<file path="src/rtl/core/amq_pkg.sv">
`timescale 1ns / 1ps
`default_nettype none

package amq_pkg;

    localparam int OUT_CNT_W = 7;

    // action codes
    localparam logic ACT_INSERT = 1'b0;
    localparam logic ACT_TAKE   = 1'b1;

    // result status codes
    localparam logic [1:0] ST_OK    = 2'd0;
    localparam logic [1:0] ST_EMPTY = 2'd1;
    localparam logic [1:0] ST_FULL  = 2'd2;

    // commit kinds, controller to datapath
    localparam logic [1:0] CM_FULL  = 2'd0;
    localparam logic [1:0] CM_PLACE = 2'd1;
    localparam logic [1:0] CM_EMPTY = 2'd2;
    localparam logic [1:0] CM_POP   = 2'd3;

    typedef struct packed {
        logic        action;
        logic [31:0] alarm_time;
        logic [4:0]  alarm_day;
        logic [4:0]  alarm_hour;
        logic [31:0] current_time;
    } amq_in_t;

    typedef struct packed {
        logic [1:0]           status;
        logic [31:0]          out_time;
        logic [4:0]           out_day;
        logic [4:0]           out_hour;
        logic [OUT_CNT_W-1:0] expired_dropped;
        logic [OUT_CNT_W-1:0] entries_left;
    } amq_out_t;

    typedef struct packed {
        logic [31:0] time_s;
        logic [4:0]  day;
        logic [4:0]  hour;
    } amq_entry_t;

    typedef struct packed {
        logic       load;
        logic       ins_rd;
        logic       take_rd;
        logic       shift;
        logic       skip;
        logic       commit;
        logic [1:0] kind;
    } amq_cmd_t;

    typedef struct packed {
        logic is_take;
        logic full;
        logic off_zero;
        logic off_one;
        logic off_eq_cnt;
        logic rd_gt;
        logic rd_lt;
        logic out_free;
    } amq_stat_t;

endpackage

`default_nettype wire

</file>
<file path="src/rtl/core/amq_if.sv">
`timescale 1ns / 1ps
`default_nettype none

interface amq_in_if;
    import amq_pkg::*;

    logic    valid;
    logic    ready;
    amq_in_t data;

    modport source (output valid, output data, input ready);
    modport sink (input valid, input data, output ready);
endinterface

interface amq_out_if;
    import amq_pkg::*;

    logic     valid;
    logic     ready;
    amq_out_t data;

    modport source (output valid, output data, input ready);
    modport sink (input valid, input data, output ready);
endinterface

`default_nettype wire

</file>
<file path="src/rtl/core/alarm_min_priority_queue_unit.sv">
// Insert runs a shift loop that compares stored entries and moves later ones up; take
//   scans and skips expired entries, then pops the next one or reports empty.
// Insert into a full or empty store and take from an empty store skip the loop. A stalled
//   far side holds the commit. One item in flight at a time: the next item is
//   accepted the cycle after the result registers.
// Reset (async, active low) empties the store at once; entry memory is not cleared.
`timescale 1ns / 1ps
`default_nettype none

module alarm_min_priority_queue_unit
    import amq_pkg::*;
#(
    parameter int CAPACITY = 64
)
(
    input  wire logic  clk,
    input  wire logic  rst_n,
    amq_in_if.sink     req,
    amq_out_if.source  rsp
);

    // controller and datapath talk only through these two bundles
    amq_cmd_t  cmd;
    amq_stat_t stat;

    // Controller: sequences the sorted-insert shift loop (read, compare,
    // move one entry up) and the expiry scan (read, compare, skip), then
    // commits the item once the result register is free.
    amq_ctrl u_ctrl (
        .clk      (clk),
        .rst_n    (rst_n),
        .in_valid (req.valid),
        .in_ready (req.ready),
        .stat     (stat),
        .cmd      (cmd)
    );

    // Datapath: circular entry memory (head + count), one write and one
    // registered read port per cycle, scan offset, and the result register
    // that holds an item while the far side stalls.
    amq_datapath #(
        .CAPACITY (CAPACITY)
    ) u_datapath (
        .clk       (clk),
        .rst_n     (rst_n),
        .in_data   (req.data),
        .cmd       (cmd),
        .stat      (stat),
        .out_valid (rsp.valid),
        .out_ready (rsp.ready),
        .out_data  (rsp.data)
    );

endmodule

`default_nettype wire

</file>
<file path="src/rtl/core/amq_ctrl.sv">
`timescale 1ns / 1ps
`default_nettype none

module amq_ctrl
    import amq_pkg::*;
(
    input  wire logic      clk,
    input  wire logic      rst_n,
    input  wire logic      in_valid,
    output logic           in_ready,
    input  wire amq_stat_t stat,
    output amq_cmd_t       cmd
);

    localparam logic [2:0] S_IDLE     = 3'd0;
    localparam logic [2:0] S_START    = 3'd1;
    localparam logic [2:0] S_INS_RD   = 3'd2;
    localparam logic [2:0] S_INS_CMP  = 3'd3;
    localparam logic [2:0] S_TAKE_RD  = 3'd4;
    localparam logic [2:0] S_TAKE_CMP = 3'd5;
    localparam logic [2:0] S_TAKE_CHK = 3'd6;
    localparam logic [2:0] S_COMMIT   = 3'd7;

    logic [2:0] state_reg, state_next;
    logic [1:0] kind_reg, kind_next;

    always_ff @(posedge clk or negedge rst_n)
    begin
        if (!rst_n)
        begin
            state_reg <= S_IDLE;
            kind_reg  <= CM_FULL;
        end
        else
        begin
            state_reg <= state_next;
            kind_reg  <= kind_next;
        end
    end

    always_comb
    begin
        state_next  = state_reg;
        kind_next   = kind_reg;
        in_ready    = 1'b0;
        cmd         = '0;
        cmd.kind    = kind_reg;
        case (state_reg)
            S_IDLE:
            begin
                in_ready = 1'b1;
                if (in_valid)
                begin
                    cmd.load   = 1'b1;
                    state_next = S_START;
                end
            end
            S_START:
            begin
                if (stat.is_take)
                begin
                    if (stat.off_eq_cnt)
                    begin
                        kind_next  = CM_EMPTY;
                        state_next = S_COMMIT;
                    end
                    else
                    begin
                        state_next = S_TAKE_RD;
                    end
                end
                else if (stat.full)
                begin
                    kind_next  = CM_FULL;
                    state_next = S_COMMIT;
                end
                else if (stat.off_zero)
                begin
                    kind_next  = CM_PLACE;
                    state_next = S_COMMIT;
                end
                else
                begin
                    state_next = S_INS_RD;
                end
            end
            S_INS_RD:
            begin
                cmd.ins_rd = 1'b1;
                state_next = S_INS_CMP;
            end
            S_INS_CMP:
            begin
                if (stat.rd_gt)
                begin
                    cmd.shift = 1'b1;
                    if (stat.off_one)
                    begin
                        kind_next  = CM_PLACE;
                        state_next = S_COMMIT;
                    end
                    else
                    begin
                        state_next = S_INS_RD;
                    end
                end
                else
                begin
                    kind_next  = CM_PLACE;
                    state_next = S_COMMIT;
                end
            end
            S_TAKE_RD:
            begin
                cmd.take_rd = 1'b1;
                state_next  = S_TAKE_CMP;
            end
            S_TAKE_CMP:
            begin
                if (stat.rd_lt)
                begin
                    cmd.skip   = 1'b1;
                    state_next = S_TAKE_CHK;
                end
                else
                begin
                    kind_next  = CM_POP;
                    state_next = S_COMMIT;
                end
            end
            S_TAKE_CHK:
            begin
                if (stat.off_eq_cnt)
                begin
                    kind_next  = CM_EMPTY;
                    state_next = S_COMMIT;
                end
                else
                begin
                    state_next = S_TAKE_RD;
                end
            end
            S_COMMIT:
            begin
                if (stat.out_free)
                begin
                    cmd.commit = 1'b1;
                    state_next = S_IDLE;
                end
            end
            default:
            begin
                state_next = S_IDLE;
            end
        endcase
    end

endmodule

`default_nettype wire

</file>
<file path="src/rtl/core/amq_datapath.sv">
`timescale 1ns / 1ps
`default_nettype none

module amq_datapath
    import amq_pkg::*;
#(
    parameter int CAPACITY = 64
)
(
    input  wire logic     clk,
    input  wire logic     rst_n,
    input  wire amq_in_t  in_data,
    input  wire amq_cmd_t cmd,
    output amq_stat_t     stat,
    output logic          out_valid,
    input  wire logic     out_ready,
    output amq_out_t      out_data
);

    localparam int AW = (CAPACITY > 1) ? $clog2(CAPACITY) : 1;
    localparam int CW = $clog2(CAPACITY + 1);
    localparam int SW = CW + 1;

    amq_entry_t mem [CAPACITY];

    amq_in_t    item_reg;
    amq_entry_t rdata_reg;
    amq_out_t   out_reg;
    amq_out_t   out_next;
    logic       out_valid_reg;
    logic [AW-1:0] head_reg;
    logic [CW-1:0] count_reg;
    logic [CW-1:0] off_reg;

    logic [CW-1:0] off_m1, off_p1, count_after;
    logic [AW-1:0] raddr, waddr;
    logic          we;
    amq_entry_t    wdata, new_entry;

    // circular index, base plus offset modulo CAPACITY
    function automatic logic [AW-1:0] wrap_idx(input logic [AW-1:0] base,
                                               input logic [CW-1:0] ofs);
        logic [SW-1:0] sum;
        sum = SW'(base) + SW'(ofs);
        if (sum >= SW'(CAPACITY))
        begin
            sum = sum - SW'(CAPACITY);
        end
        return sum[AW-1:0];
    endfunction

    assign off_m1 = off_reg - CW'(1);
    assign off_p1 = off_reg + CW'(1);
    assign count_after = count_reg - off_p1;

    assign new_entry.time_s = item_reg.alarm_time;
    assign new_entry.day    = item_reg.alarm_day;
    assign new_entry.hour   = item_reg.alarm_hour;

    assign raddr = cmd.ins_rd ? wrap_idx(head_reg, off_m1) : wrap_idx(head_reg, off_reg);
    assign waddr = wrap_idx(head_reg, off_reg);
    assign we    = cmd.shift || (cmd.commit && (cmd.kind == CM_PLACE));
    assign wdata = cmd.shift ? rdata_reg : new_entry;

    always_ff @(posedge clk)
    begin
        if (we)
        begin
            mem[waddr] <= wdata;
        end
        if (cmd.ins_rd || cmd.take_rd)
        begin
            rdata_reg <= mem[raddr];
        end
        if (cmd.load)
        begin
            item_reg <= in_data;
        end
    end

    always_ff @(posedge clk or negedge rst_n)
    begin
        if (!rst_n)
        begin
            head_reg  <= '0;
            count_reg <= '0;
            off_reg   <= '0;
        end
        else
        begin
            if (cmd.load)
            begin
                off_reg <= (in_data.action == ACT_TAKE) ? '0 : count_reg;
            end
            else if (cmd.shift)
            begin
                off_reg <= off_m1;
            end
            else if (cmd.skip)
            begin
                off_reg <= off_p1;
            end
            if (cmd.commit)
            begin
                case (cmd.kind)
                    CM_PLACE: count_reg <= count_reg + CW'(1);
                    CM_EMPTY: count_reg <= '0;
                    CM_POP:
                    begin
                        count_reg <= count_after;
                        head_reg  <= wrap_idx(head_reg, off_p1);
                    end
                    default: count_reg <= count_reg;
                endcase
            end
        end
    end

    // result register
    always_ff @(posedge clk or negedge rst_n)
    begin
        if (!rst_n)
        begin
            out_valid_reg <= 1'b0;
        end
        else if (cmd.commit)
        begin
            out_valid_reg <= 1'b1;
        end
        else if (out_ready)
        begin
            out_valid_reg <= 1'b0;
        end
    end

    always_comb
    begin
        out_next = '0;
        case (cmd.kind)
            CM_FULL:
            begin
                out_next.status       = ST_FULL;
                out_next.entries_left = OUT_CNT_W'(count_reg);
            end
            CM_PLACE:
            begin
                out_next.status       = ST_OK;
                out_next.entries_left = OUT_CNT_W'(count_reg + CW'(1));
            end
            CM_EMPTY:
            begin
                out_next.status          = ST_EMPTY;
                out_next.expired_dropped = OUT_CNT_W'(off_reg);
            end
            CM_POP:
            begin
                out_next.status          = ST_OK;
                out_next.out_time        = rdata_reg.time_s;
                out_next.out_day         = rdata_reg.day;
                out_next.out_hour        = rdata_reg.hour;
                out_next.expired_dropped = OUT_CNT_W'(off_reg);
                out_next.entries_left    = OUT_CNT_W'(count_after);
            end
            default: out_next.status = ST_OK;
        endcase
    end

    always_ff @(posedge clk)
    begin
        if (cmd.commit)
        begin
            out_reg <= out_next;
        end
    end

    assign out_valid = out_valid_reg;
    assign out_data  = out_reg;

    assign stat.is_take    = (item_reg.action == ACT_TAKE);
    assign stat.full       = (count_reg == CW'(CAPACITY));
    assign stat.off_zero   = (off_reg == '0);
    assign stat.off_one    = (off_reg == CW'(1));
    assign stat.off_eq_cnt = (off_reg == count_reg);
    assign stat.rd_gt      = (rdata_reg.time_s > item_reg.alarm_time);
    assign stat.rd_lt      = (rdata_reg.time_s < item_reg.current_time);
    assign stat.out_free   = !out_valid_reg || out_ready;

`ifndef SYNTH
    a_count_cap: assert property (@(posedge clk) disable iff (!rst_n)
        count_reg <= CW'(CAPACITY))
        else $error("entry count above capacity");

    a_off_in_range: assert property (@(posedge clk) disable iff (!rst_n)
        (cmd.ins_rd || cmd.take_rd) |-> (off_reg <= count_reg))
        else $error("scan offset beyond stored entries");

    a_pop_nonempty: assert property (@(posedge clk) disable iff (!rst_n)
        (cmd.commit && (cmd.kind == CM_POP)) |-> (count_reg != '0))
        else $error("pop from empty store");

    a_place_not_full: assert property (@(posedge clk) disable iff (!rst_n)
        (cmd.commit && (cmd.kind == CM_PLACE)) |=> (count_reg != '0))
        else $error("place left store empty");
`endif

endmodule

`default_nettype wire

</file>
<file path="src/flat_wrapper.sv">
// flat-port wrapper written by rule: the top's interface ports become plain ports
module alarm_min_priority_queue_unit_flat import amq_pkg::*;
#(
    parameter int CAPACITY = 64
)
  (clk, rst_n, req_valid, req_data, req_ready, rsp_valid, rsp_data, rsp_ready);
  amq_in_if req_i ();
  amq_out_if rsp_i ();
  input  wire logic clk;
  input  wire logic rst_n;
  input wire logic [$bits(req_i.valid)-1:0] req_valid;
  input wire logic [$bits(req_i.data)-1:0] req_data;
  output wire logic [$bits(req_i.ready)-1:0] req_ready;
  output wire logic [$bits(rsp_i.valid)-1:0] rsp_valid;
  output wire logic [$bits(rsp_i.data)-1:0] rsp_data;
  input wire logic [$bits(rsp_i.ready)-1:0] rsp_ready;
  assign req_i.valid = req_valid;
  assign req_i.data = req_data;
  assign req_ready = req_i.ready;
  assign rsp_valid = rsp_i.valid;
  assign rsp_data = rsp_i.data;
  assign rsp_i.ready = rsp_ready;
  alarm_min_priority_queue_unit #(.CAPACITY(CAPACITY)) u_core (.clk(clk), .rst_n(rst_n), .req(req_i), .rsp(rsp_i));
endmodule
</file>
<file path="config.mk">
export PLATFORM = sky130hd
export DESIGN_NAME = alarm_min_priority_queue_unit_flat
export DESIGN_NICKNAME = d
export VERILOG_FILES = /design/src/rtl/core/amq_pkg.sv /design/src/rtl/core/amq_if.sv /design/src/rtl/core/alarm_min_priority_queue_unit.sv /design/src/rtl/core/amq_ctrl.sv /design/src/rtl/core/amq_datapath.sv /design/src/flat_wrapper.sv
export SDC_FILE = /design/constraint.sdc
export NUM_CORES = 2
export LEC_CHECK = 0
export BUFFER_PORTS_ARGS = -buffer_cell sky130_fd_sc_hd__buf_4
export CORE_MARGIN = 3
export CORE_UTILIZATION = 30
export CTS_CLUSTER_DIAMETER = 120
export CTS_CLUSTER_SIZE = 40
export DETAILED_ROUTE_END_ITERATION = 12
export GPL_TIMING_DRIVEN = 0
export PLACE_DENSITY = 0.44
export SYNTH_ARGS = -nofsm -noshare
export SYNTH_HDL_FRONTEND = slang
export SYNTH_SLANG_ARGS = --single-unit
</file>
<file path="constraint.sdc">
create_clock -name clk -period 6.2 [get_ports clk]
set_input_delay 0.93 -clock clk [delete_from_list [all_inputs] [get_ports clk]]
set_output_delay 0.93 -clock clk [all_outputs]
set_load 0.02 [all_outputs]
</file>
Word level (Yosys, flattened, before mapping) --
Memories as Yosys holds them, arrays and structs flattened. A register that Yosys moved wholly into a read port is not among the register bits. Index checks and enable logic that the tools add are counted. W data, S select, Z words.
Operators by class: add/sub/neg operators 10, reduce and logical (&&, ||, !) cells 18, multiplexer cells 45, eq/ne operators 18, order comparisons 5
Operators by type and width (count):
- $mux W42 | 1
- $pmux W7 S3 | 2
- $gt A32 B32 Y1 | 1
- $lt A32 B32 Y1 | 1
- $mux W7 | 4
- $add A6 B7 Y8 | 3
- $ge A8 B7 Y1 const B | 3
- $mux W6 | 4
- $pmux W3 S8 | 1
- $mux W3 | 7
- $sub A6 B1 Y6 const B | 3
- $mux W1 | 16
- $mux W2 | 8
- $add A7 B1 Y7 const B | 2
- $eq A3 B3 Y1 const B | 4
- $pmux W2 S4 | 1
- $eq A7 B1 Y1 const B | 1
- $eq A7 B7 Y1 | 1
- $eq A7 B7 Y1 const B | 1
- $logic_not A7 Y1 | 1
- $sub A7 B1 Y7 const B | 1
- $sub A7 B7 Y7 | 1
- $eq A3 B2 Y1 const B | 2
- $pmux W2 S3 | 1
- 18 further kinds | 26
Word-level totals: bits in registers 159, output and inout port bits 60, memories 1, memory bits (writable) 2688
Memories:
- u_core.u_datapath.mem | words 64, width 42, rd ports 1, clocked after Yosys merged registers in 1, write ports 1, line amq_datapath.sv:24 | amq_entry_t mem [CAPACITY];

Longest topological paths before layout --
depth after elaboration 8, mapped depth 16

Cells and area by module --
From an unflattened synthesis, not the netlist that was laid out.
Unflattened totals: cells, all modules 7563, area total of the unflattened synthesis 127930.2 um2
By module, submodules not included:
- amq_datapath | cells each 7503, area each 127458.5 um2, instances 1, seq. area each 86498.0 um2
- amq_ctrl | cells each 60, area each 471.7 um2, instances 1, seq. area each 125.1 um2

Least setup slack after synthesis --
OpenSTA, ideal clock, no wires.
path type register to register, from register u_core.u_datapath.rdata_reg[41] (netlist name), to memory u_core.u_datapath.mem[0][10] in the netlist's numbering (data pin), arrival time 4666 ps, data required time 5498 ps, stages on the path, launching flop included 10, clock period less this slack 5368 ps, setup slack 832 ps, path buffers 2, path through edfxtp_1 > ha_1 > nand4_1 > nor4_1 > inv_1 > a41oi_1 > o211ai_1 > clkbuf_1 > clkbuf_1 > o21ai_0
RTL lines (line):
- end, declared | amq_datapath.sv:24

Worst setup path after layout --
from register u_core.u_datapath.off_reg[0], to register u_core.u_datapath.rdata_reg[36] (netlist name)
On the way: word-level cells in the longest chain between the ends 5
Ends and longest elaborated chain:
- start, declared | line amq_datapath.sv:33 | logic [CW-1:0] off_reg;
- start signal, assigned | line amq_datapath.sv:93 | off_reg <= (in_data.action == ACT_TAKE) ? '0 : count_reg;
- start signal, assigned | line amq_datapath.sv:97 | off_reg <= off_m1;
- start signal, assigned | line amq_datapath.sv:101 | off_reg <= off_p1;
- $sub A7 B1 Y7 | line amq_datapath.sv:52 | assign off_m1 = off_reg - CW'(1);
- $add A6 B7 Y8 | line amq_datapath.sv:44 | sum = SW'(base) + SW'(ofs);
- $ge A8 B7 Y1 / $sub A6 B1 Y6 (equally long branches) | line amq_datapath.sv:45, amq_datapath.sv:47
- $mux W6 | line amq_datapath.sv:45 | if (sum >= SW'(CAPACITY))
- $mux W6 * | line amq_datapath.sv:60 | assign raddr = cmd.ins_rd ? wrap_idx(head_reg, off_m1) : wrap_idx(head_reg, off_reg);
Every way passes the cells marked *; elsewhere a longest branch is shown, timed or not. A chain may end at the register's enable or synchronous reset.

==> results.json <==
{
  "cpPeakStageDelay_ns": 0.82,
  "vias_per_cell": 5.560,
  "crit_type": "reg -> reg",
  "grt_pass1_wl_um": 523700,
  "dieArea_um2": 367800,
  "cp.arrival_ns": 6.84,
  "numClockSinks": 2889,
  "syn-mean-instance-area_um2": 17.05,
  "cts_max_path_buffers": 4,
  "crit_family": "compound AO/OA/AOI/OAI gates",
  "synth_top_area_cell": "edfxtp_1",
  "rows": 219,
  "synthCells": 6346,
  "io_pins": 139,
  "met3WireLength_um": 28160,
  "insertion_delay_ns": 0.94,
  "cp.buffers_inverters": 3,
  "finalCritPeriodShare_pct": 101.2,
  "largest_reg_flops": 2688,
  "max_freq_mhz": 159.3,
  "status": "complete, but fails checks",
  "violations": "negative setup slack",
  "detailroute.via_count": 64147,
  "clk_pin_slew_ns": 0.14,
  "syn_area_um2": 108200,
  "start_util_pct": 30.28,
  "drive_gt1_share_pct": 12.73,
  "synth_edf_count": 2863,
  "cts_buffers": 100,
  "async_flop_share_pct": 0.9000,
  "root_buffer": "clkbuf_16",
  "place_congestion": 0.9188,
  "drt_drc_violations_left": 0,
  "ys_seq_area_share_pct": 80.07,
  "ys_warn_count": 0,
  "worstPathCellList": "inv_1, ha_1, fa_2, or4b_4, a2bb2oi_2, buf_2, buf_1, o22ai_1, o311ai_1, a32oi_2, o221ai_1",
  "syn_nets": 6517,
  "grt_overflow": 0,
  "dp_hpwl_um": 277200,
  "cts_tree": "yes",
  "grt_pass1_vias": 61677,
  "hold_class": "in -> reg",
  "drtAntennaViolNets": 0,
  "endpoint_kind": "flop",
  "synthFlopType": "edfxtp_1",
  "yosysTopAreaCellShare_pct": 79.47,
  "top_layer": "met5",
  "fin_crit_ns": 6.277,
  "synthDistinctLibCells": 75,
  "cpMaxStageDelayCell": "o311ai_1",
  "io_buffer_count": 138,
  "wl_met1_um": 169000,
  "track_usage_pct": 20.45,
  "finClkSkew_ns": 0.09509,
  "setup_slack_ns": -0.07682,
  "die_y_um": 606.5,
  "fp.coreArea_um2": 357300,
  "antenna_found_initial": 46,
  "cts_max_level": 3,
  "critPathLaunchType": "flop",
  "finalInstanceArea_um2": 122500,
  "drt_first_iter_violations": 8725,
  "nNetsFinal": 6865,
  "rsz0062_at_grt": "true",
  "tightest_slew_ns": 1.467,
  "final_hold_viol_count": 0,
  "dpl-instance-area_um2": 118000,
  "dr.pass1.iters": 8,
  "synthTopCellsByArea": "edfxtp_1 79%, o22ai_1 6.8%, nor3_1 1.8%",
  "maxSlewHeadroom_pct": 2.211,
  "routed_wirelength_um": 387000,
  "wl_met2_um": 176000,
  "crit_required_ns": 6.76,
  "max_cap_viol_count": 0,
  "wl_per_cell_um": 33.54,
  "synth_top_cells_by_count": "2863 x edfxtp_1, 1173 x o22ai_1, 396 x nor3_1",
  "finalSetupViolCount": 5,
  "die_x_um": 606.5,
  "ys_ff_latch": 2889,
  "slew_violations": 0,
  "syn2layout_area_growth_pct": 13.23,
  "critPathMaxFanout": 10,
  "grt_max_degree": 66,
  "synth.most_common_cell": "edfxtp_1"
}
==> layout by cell type (no fill, tap or decap), drive strengths merged, types with 20 or more instances in the layout <==
| cell type | netlist | layout |
|---|---|---|
| edfxtp | 2863 | 2863 |
| o22ai | 1173 | 1173 |
| buf | 222 | 467 |
| nor3 | 396 | 396 |
| clkbuf | 242 | 353 |
| o221ai | 212 | 212 |
| o21ai | 176 | 176 |
| nor2 | 153 | 153 |
| inv | 91 | 118 |
| ha | 88 | 88 |
| o32ai | 84 | 84 |
| o311ai | 84 | 84 |
| nand2 | 71 | 71 |
| a21oi | 51 | 51 |
| and3 | 46 | 46 |
| mux2 | 44 | 44 |
| or3 | 43 | 43 |
| a32oi | 43 | 43 |
| o32a | 41 | 41 |
| clkinv | 1 | 28 |
| dfrtp | 26 | 26 |
| diode | 0 | 25 |
| nand3 | 24 | 24 |
| xnor2 | 20 | 20 |
==> repair_timing <==
action                                  4_1_cts  5_1_grt
hold buffers                                  1        0
endpoints found under the setup margin       41      207
pin swaps                                     2        3
setup buffers                                 0        5
endpoints found under the hold margin        26        0
gates resized for setup                     192       26
==> worst reg2reg max path, stage by stage (launching register included) <==
cell	delay (ns)
dfrtp_1	0.60
inv_1	0.27
ha_1	0.52
fa_2	0.81
or4b_4	0.27
a2bb2oi_2	0.35
buf_2	0.59
buf_1	0.71
o22ai_1	0.20
o311ai_1	0.82
a32oi_2	0.37
o221ai_1	0.39
==> metrics by stage <==
step	worst slack [ns]	setup TNS (ns)	hold WS [ns]	util [%]	instances
5_1_grt	-0.04931	-2.230	0.1029	34.27	11517
3_5_place_dp	-1.283	-34.94	0.5179	33.02	11339
6_report	-0.07682	-0.2218	0.1569	34.28	11538
4_1_cts	0.005659	0	0.07555	34.21	11508
2_1_floorplan	0.8318	0	0.4629	-	6346
3_3_place_gp	-5.508	-8156.75	0.5050	32.23	11235
==> routing by layer <==
layer	GRT usage [%]	up-vias
li1	-	27203
met1	29.25	34041
met2	32.26	2565
met3	2.826	334
met4	6.210	4
met5	0	-
==> kinds of logic after synthesis <==
group,Yosys count,share of synthesized area (%)
AO/OA/AOI/OAI,1930,12.16
XOR/XNOR,37,0.3065
adder cells (fa/ha/maj),92,1.092
buffers and inverters,556,2.236
flip-flops,2889,80.07
multiplexers,52,0.5436
AND/OR/NAND/NOR,790,3.594
==> final timing paths <==
kind	from	endpoint	slack [ns]	cells past startpoint
worst max-delay path	u_core.u_datapath.off_reg[0]	u_core.u_datapath.rdata_reg[36]	-0.08	11
worst min-delay path	req_data[9]	u_core.u_datapath.item_reg[9]	0.16	1
worst max register to register	u_core.u_datapath.off_reg[0]	u_core.u_datapath.rdata_reg[36]	-0.08	11
worst min register to register	u_core.u_datapath.head_reg[5]	u_core.u_datapath.head_reg[5]	0.53	1
max in group asynchronous	rst_n	u_core.u_datapath.off_reg[4]	5.36	2
min in group asynchronous	rst_n	u_core.u_datapath.count_reg[2]	0.46	2
==> final cells by class <==
cell class                 instances  area (um2)
fill                           34103      234800
sequential                      2889       86620
multi-input combinational       2901       20710
tap                             4751        5944
timing repair buffer             248        3227
clock buffer                     112        2600
buffer                           462        2202
clock inverter                    58       767.0
inverter                          92       352.8
antenna                           25       62.56
Power is left out: the tool's default activity adds up to more than one toggle a clock period on the data nets, which glitch-free logic cannot reach.
